`config.mk`:
```
export PLATFORM = sky130hd
export DESIGN_NAME = sacm_ram
export DESIGN_NICKNAME = d
export VERILOG_FILES = /design/src/design/sacm_ram.sv
export SDC_FILE = /design/constraint.sdc
export NUM_CORES = 1
export LEC_CHECK = 0
export ABC_AREA = 1
export BUFFER_PORTS_ARGS = -buffer_cell sky130_fd_sc_hd__buf_2
export CAP_MARGIN = 0
export CORE_MARGIN = 2
export CORE_UTILIZATION = 40
export CTS_CLUSTER_DIAMETER = 60
export DETAILED_ROUTE_END_ITERATION = 10
export GPL_TIMING_DRIVEN = 0
export PLACE_DENSITY = 0.63
export SLEW_MARGIN = 20
export SYNTH_ARGS = -nofsm -noshare
export SYNTH_HDL_FRONTEND = slang
export SYNTH_SLANG_ARGS = --single-unit
```
`constraint.sdc`:
```
create_clock -name clk -period 1.1 [get_ports clk]
set_input_delay 0.055 -clock clk [delete_from_list [all_inputs] [get_ports clk]]
set_output_delay 0.055 -clock clk [all_outputs]
set_load 0.03 [all_outputs]
```
`src/design/sacm_ram.sv`:
```
module sacm_ram #(
  parameter int unsigned WIDTH = 8,
  parameter int unsigned DEPTH = 32,
  parameter int unsigned ADDR_W = (DEPTH > 1) ? $clog2(DEPTH) : 1
) (
  input  logic              clk,
  input  logic              we,
  input  logic [ADDR_W-1:0] waddr,
  input  logic [WIDTH-1:0]  wdata,
  input  logic              re,
  input  logic [ADDR_W-1:0] raddr,
  output logic [WIDTH-1:0]  rdata
);

  logic [WIDTH-1:0] mem [DEPTH];

  always_ff @(posedge clk) begin
    if (we) begin
      mem[waddr] <= wdata;
    end
    if (re) begin
      rdata <= mem[raddr];
    end
  end

endmodule

```
### Word level (Yosys, flattened, before mapping)

Memories as Yosys holds them, arrays and structs flattened. A register that Yosys moved wholly into a read port is not among the register bits.
Index checks and enable logic that the tools add are counted.

* muxes and demuxes: 2

Operators with widths (count)
* $mux 1: 2

* register bits: 0
* RAM bits: 256
* output and inout bits: 8
* memories: 1
* input bits: 21
* word-level logic and storage cells: 3

Memories
* mem: words 32, width 8, rd ports 1, clocked after Yosys merged registers in 1, wr ports 1, line 15 `logic [WIDTH-1:0] mem [DEPTH];`

### Depth between registers and ports, before layout

* depth after elaboration: 2
* gate-level depth with buffers: 11
* mapped depth without buffers: 9

### Worst setup path before layout

OpenSTA, ideal clock, no wires.

* kind: input-to-reg
* start point: in waddr[0]
* end point: mem mem[0][0] (enable)
* arrival time: 0.719 ns
* stages: 3
* path buffers: 0
* setup time: 0.370 ns
* path slack: 0.011 ns
* data required time: 0.730 ns
* cell sequence: inv_1 > nand3_1 > nor2_1

RTL lines
* from (decl): line 8 `input logic [ADDR_W-1:0] waddr,`
* to (decl): line 15

No word-level cell before the write port.

==> flow_results.org <==
** Logic synthesis
- Share of synthesized flip-flops with an asynchronous set or reset :: 0%
- Predominant post-synthesis flop cell :: edfxtp_1
- Counting every instance in the synthesized netlist gives 922.
- Count of cell types in the netlist :: 11
- Number of storage elements in the synthesis netlist :: 264
- A synthesized cell averages 11.8 um^2.
- Netlist Area Pre-Place :: 0.0109 mm^2
- Most common cell in the synthesized netlist :: nand2_1
- The synthesized design spends more area on one cell type than any other, namely edfxtp_1.
- The number of nets in the synthesized netlist is 943.
- The top cell type by area accounts for 73.0% of the synthesized area.
- Register area share after synthesis :: 73.0%
- Largest cells by area after synthesis :: edfxtp_1 73%, nand2_1 12%, nand3_1 9.4%
- During synthesis, Yosys emitted a total of 0 warnings.
- Number of synthesized flops with an enable pin :: 264
- By count the netlist is led by 360 x nand2_1, 264 x edfxtp_1, 204 x nand3_1.

** CTS
- Counting along the longest clock path gives a buffer depth of 3.
- The clock net in this run drives a total of 264 sinks.
- Depth of the CTS H-tree :: 1
- The tree is rooted in a clkbuf_16.
- CTS tree :: yes
- Worst-Skew Late Latency :: 540 ps
- Clock transition at the register clock pins on the worst setup and hold paths after CTS :: 70 ps
- Clock buffers created by TritonCTS :: 29

** Placed design
- At the end of routability-driven placement, the weighted congestion stood at 0.936.
- DP Wirelength :: 17.7 mm
- IO Port Bufs :: 25

** Worst setup path
- Walking the worst path, the cells encountered are nand2_2 -> nand3_2 -> nand3_2 -> nand2_1 -> nand2_1 -> nand2_1 -> nand2_1 -> nand2_2.
- In this design, the largest share of critical-path delay is due to simple AND/OR/NAND/NOR gates.
- The worst setup path is launched from a register.
- Worst setup startpoint :: mem[29][0]
- The worst register-to-register path begins at mem[29][0].
- Cell with the biggest individual delay on the critical path :: edfxtp_1
- On the worst path, the slowest cell contributes a delay of 380 ps.
- STA classifies the critical path endpoint as a register.
- Data arrives at the worst endpoint at 1550 ps.
- Of all nets on the critical path, the largest fanout is 1.
- Critical path data required time :: 1380 ps
- Worst Setup Path Type :: reg2reg
- CP bufs+invs :: 0
- Most used cell, CP :: nand2_1

** Floorplan
- Floorplan die area :: 0.0285 mm^2
- Measured along the x axis, the die boundary spans 169 um.
- In this run the vertical extent of the chip is 169 um.
- In this run the core area contains 60 standard-cell rows.
- Starting density of the core :: 40.5%
- Core outline area :: 0.0268 mm^2
- Count of boundary I/O pins :: 29

** Run status
- The final reports fail on negative setup slack.
- Result of the run :: finished with violations

** Global routing
- The total overflow left after global routing is 0.
- The via count of the first global-routing pass came to 6580.
- The first global-routing pass estimated 41.5 mm of wire.
- The initial antenna violation count is 0.
- GRT Resource Usage Total :: 19.7%
- Entering global routing, the biggest net connects 33 pins.

** Routing
- Routed len/inst :: 21.0 um
- DR vias :: 7120
- For this block, the initial DRC count from the detailed router was 862.
- Via density per instance :: 5.30
- DRC violations left :: 0
- Remaining number of nets flagged by the antenna check after routing :: 0
- For this block, the routed nets add up to 28.2 mm of wire.
- For this run, the detailed router's first-pass iteration total came to 5.

** Timing
- After layout, the worst path uses 116% of the clock period.
- Hold Vio Cnt, Final :: 0
- Final-report setup violation count :: 92
- Final Critical Period :: 1270 ps
- Derived from the worst setup path, the maximum achievable clock frequency is 0.785 GHz.
- Actual transition at the worst max-transition pin :: 808 ps
- Setup slack after layout :: -174 ps
- The number of slew-limit violations in the final report came to 0.
- Worst Skew :: 11.5 ps
- Setup repair after global routing could not meet its margin everywhere.
- Relative slew slack :: 46.1%

** Power and ir drop
- Sequential cells burn 49.7% of the power.
- Power Internal :: 17.5 mW
- Worst IR drop on VDD :: 0.000895 V
- Post-route total power :: 22.6 mW
- Leakage component of the power :: 4.76 nW
- In this run the power spent charging and discharging nets is 5.19 mW.
- The share of total power dissipated in combinational logic is 7.6%.
- Power spread over the standard cell area amounts to 1750 mW/mm^2.
- Clock network fraction of total power :: 42.7%
- Of the total power, the share spent switching nets is 22.9%.

** Layout
- In the final design database the tool counted 1003 nets.
- Area growth from synthesis to final layout :: 19.2%
- Fraction of final layout cells sized beyond drive strength 1 :: 24.5%
- At the end of the flow the core is filled with cells to 48.3%.
- The number of antenna diodes in the final layout is 0.

** Worst hold path
- Classification of the worst-slack hold path :: in2reg
- Source of the worst hold timing path :: raddr[3]

** Flow run
- Maxcap violations :: 0
==> metrics by stage <==
step	hold slack (ps)	setup TNS (ps)	area, um^2	setup WS [ps]	instances
after global routing	96.0	-10700	13000	-273	1344
after global placement	414	-151030	11400	-852	1288
final	93.2	-3980	13000	-174	1344
after detailed placement	428	-157530	11400	-856	1288
after floorplan	154	0	10900	11.0	922
after CTS	58.0	-13920	12700	-185	1342
==> power groups by stage <==
stage	Sequential, mW	Clock (mW)	Combinational (mW)
after floorplan	11.5	0	0.806
after global placement	11.5	0	1.47
after detailed placement	11.5	0	1.49
after CTS	11.3	9.68	1.64
after global routing	11.3	10.1	1.84
final	11.3	9.67	1.71
==> worst register-to-register path: stages (launching register included) <==
cell,delay [ps]
edfxtp_1,380
nand2_2,90
nand3_2,110
nand3_2,110
nand2_1,70
nand2_1,50
nand2_1,50
nand2_1,70
nand2_2,80
==> final cells by class <==
type / count / area, um^2
timing repair buffer: 29 / 210
buffer: 52 / 415
sequential: 264 / 7930
fill: 2342 / 13800
inverter: 10 / 37.5
multi-input combinational: 596 / 3000
clock inverter: 21 / 209
tap: 341 / 427
clock buffer: 31 / 733
==> flip-flops by register name (all words and copies together) (netlist names) <==
name	flops
mem	256
rdata	8
==> cell families (layout without fill, tap and decap cells) <==
| group | count (synthesis) | after routing | synth area share [%] |
|---|---|---|---|
| AND/OR/NAND/NOR | 596 | 596 | 22.9 |
| flip-flops | 264 | 264 | 73.0 |
| buffers and inverters | 62 | 143 | 4.11 |
==> what timing repair did <==
item                                    in CTS  in global routing
hold buffers                                 2                  0
pin swaps                                   39                 30
buffers inserted                             0                  2
endpoints found under the setup margin     171                222
hold endpoints to repair                     9                  0
cloned                                       0                  0
resized for setup                           95                 58
==> per-layer routing <==
layer | up-vias | GRT usage [%] | wire length [um]
met2 | 275 | 30.5 | 13100
li1 | 3332 | - | -
met5 | - | 0 | 0
met1 | 3472 | 29.8 | 12800
met4 | 0 | 4.99 | 479
met3 | 41 | 2.48 | 1820
==> layout by cell type, fill, tap and decap left out, types with 2 or more instances in the layout <==
cell / n
clkbuf_1: 5
edfxtp_1: 264
nor2_2: 28
buf_2: 33
dlygate4sd3_1: 2
bufinv_16: 4
buf_6: 32
inv_1: 8
clkbuf_2: 4
nor2_4: 4
nand3_1: 137
clkbuf_16: 29
clkinv_1: 7
clkinv_2: 7
inv_2: 2
nand2_1: 333
nand2_2: 27
buf_4: 6
nand3_2: 67
==> path summary, 6_finish.rpt <==
path	to	slack, ps	depth (start not counted)
hold reg to reg	rdata[7]	890	8
setup / recovery	rdata[0]	-170	8
setup reg to reg	rdata[0]	-170	8
hold / removal	rdata[1]	90	5
Note: power is estimated with default switching activity, not from simulation.
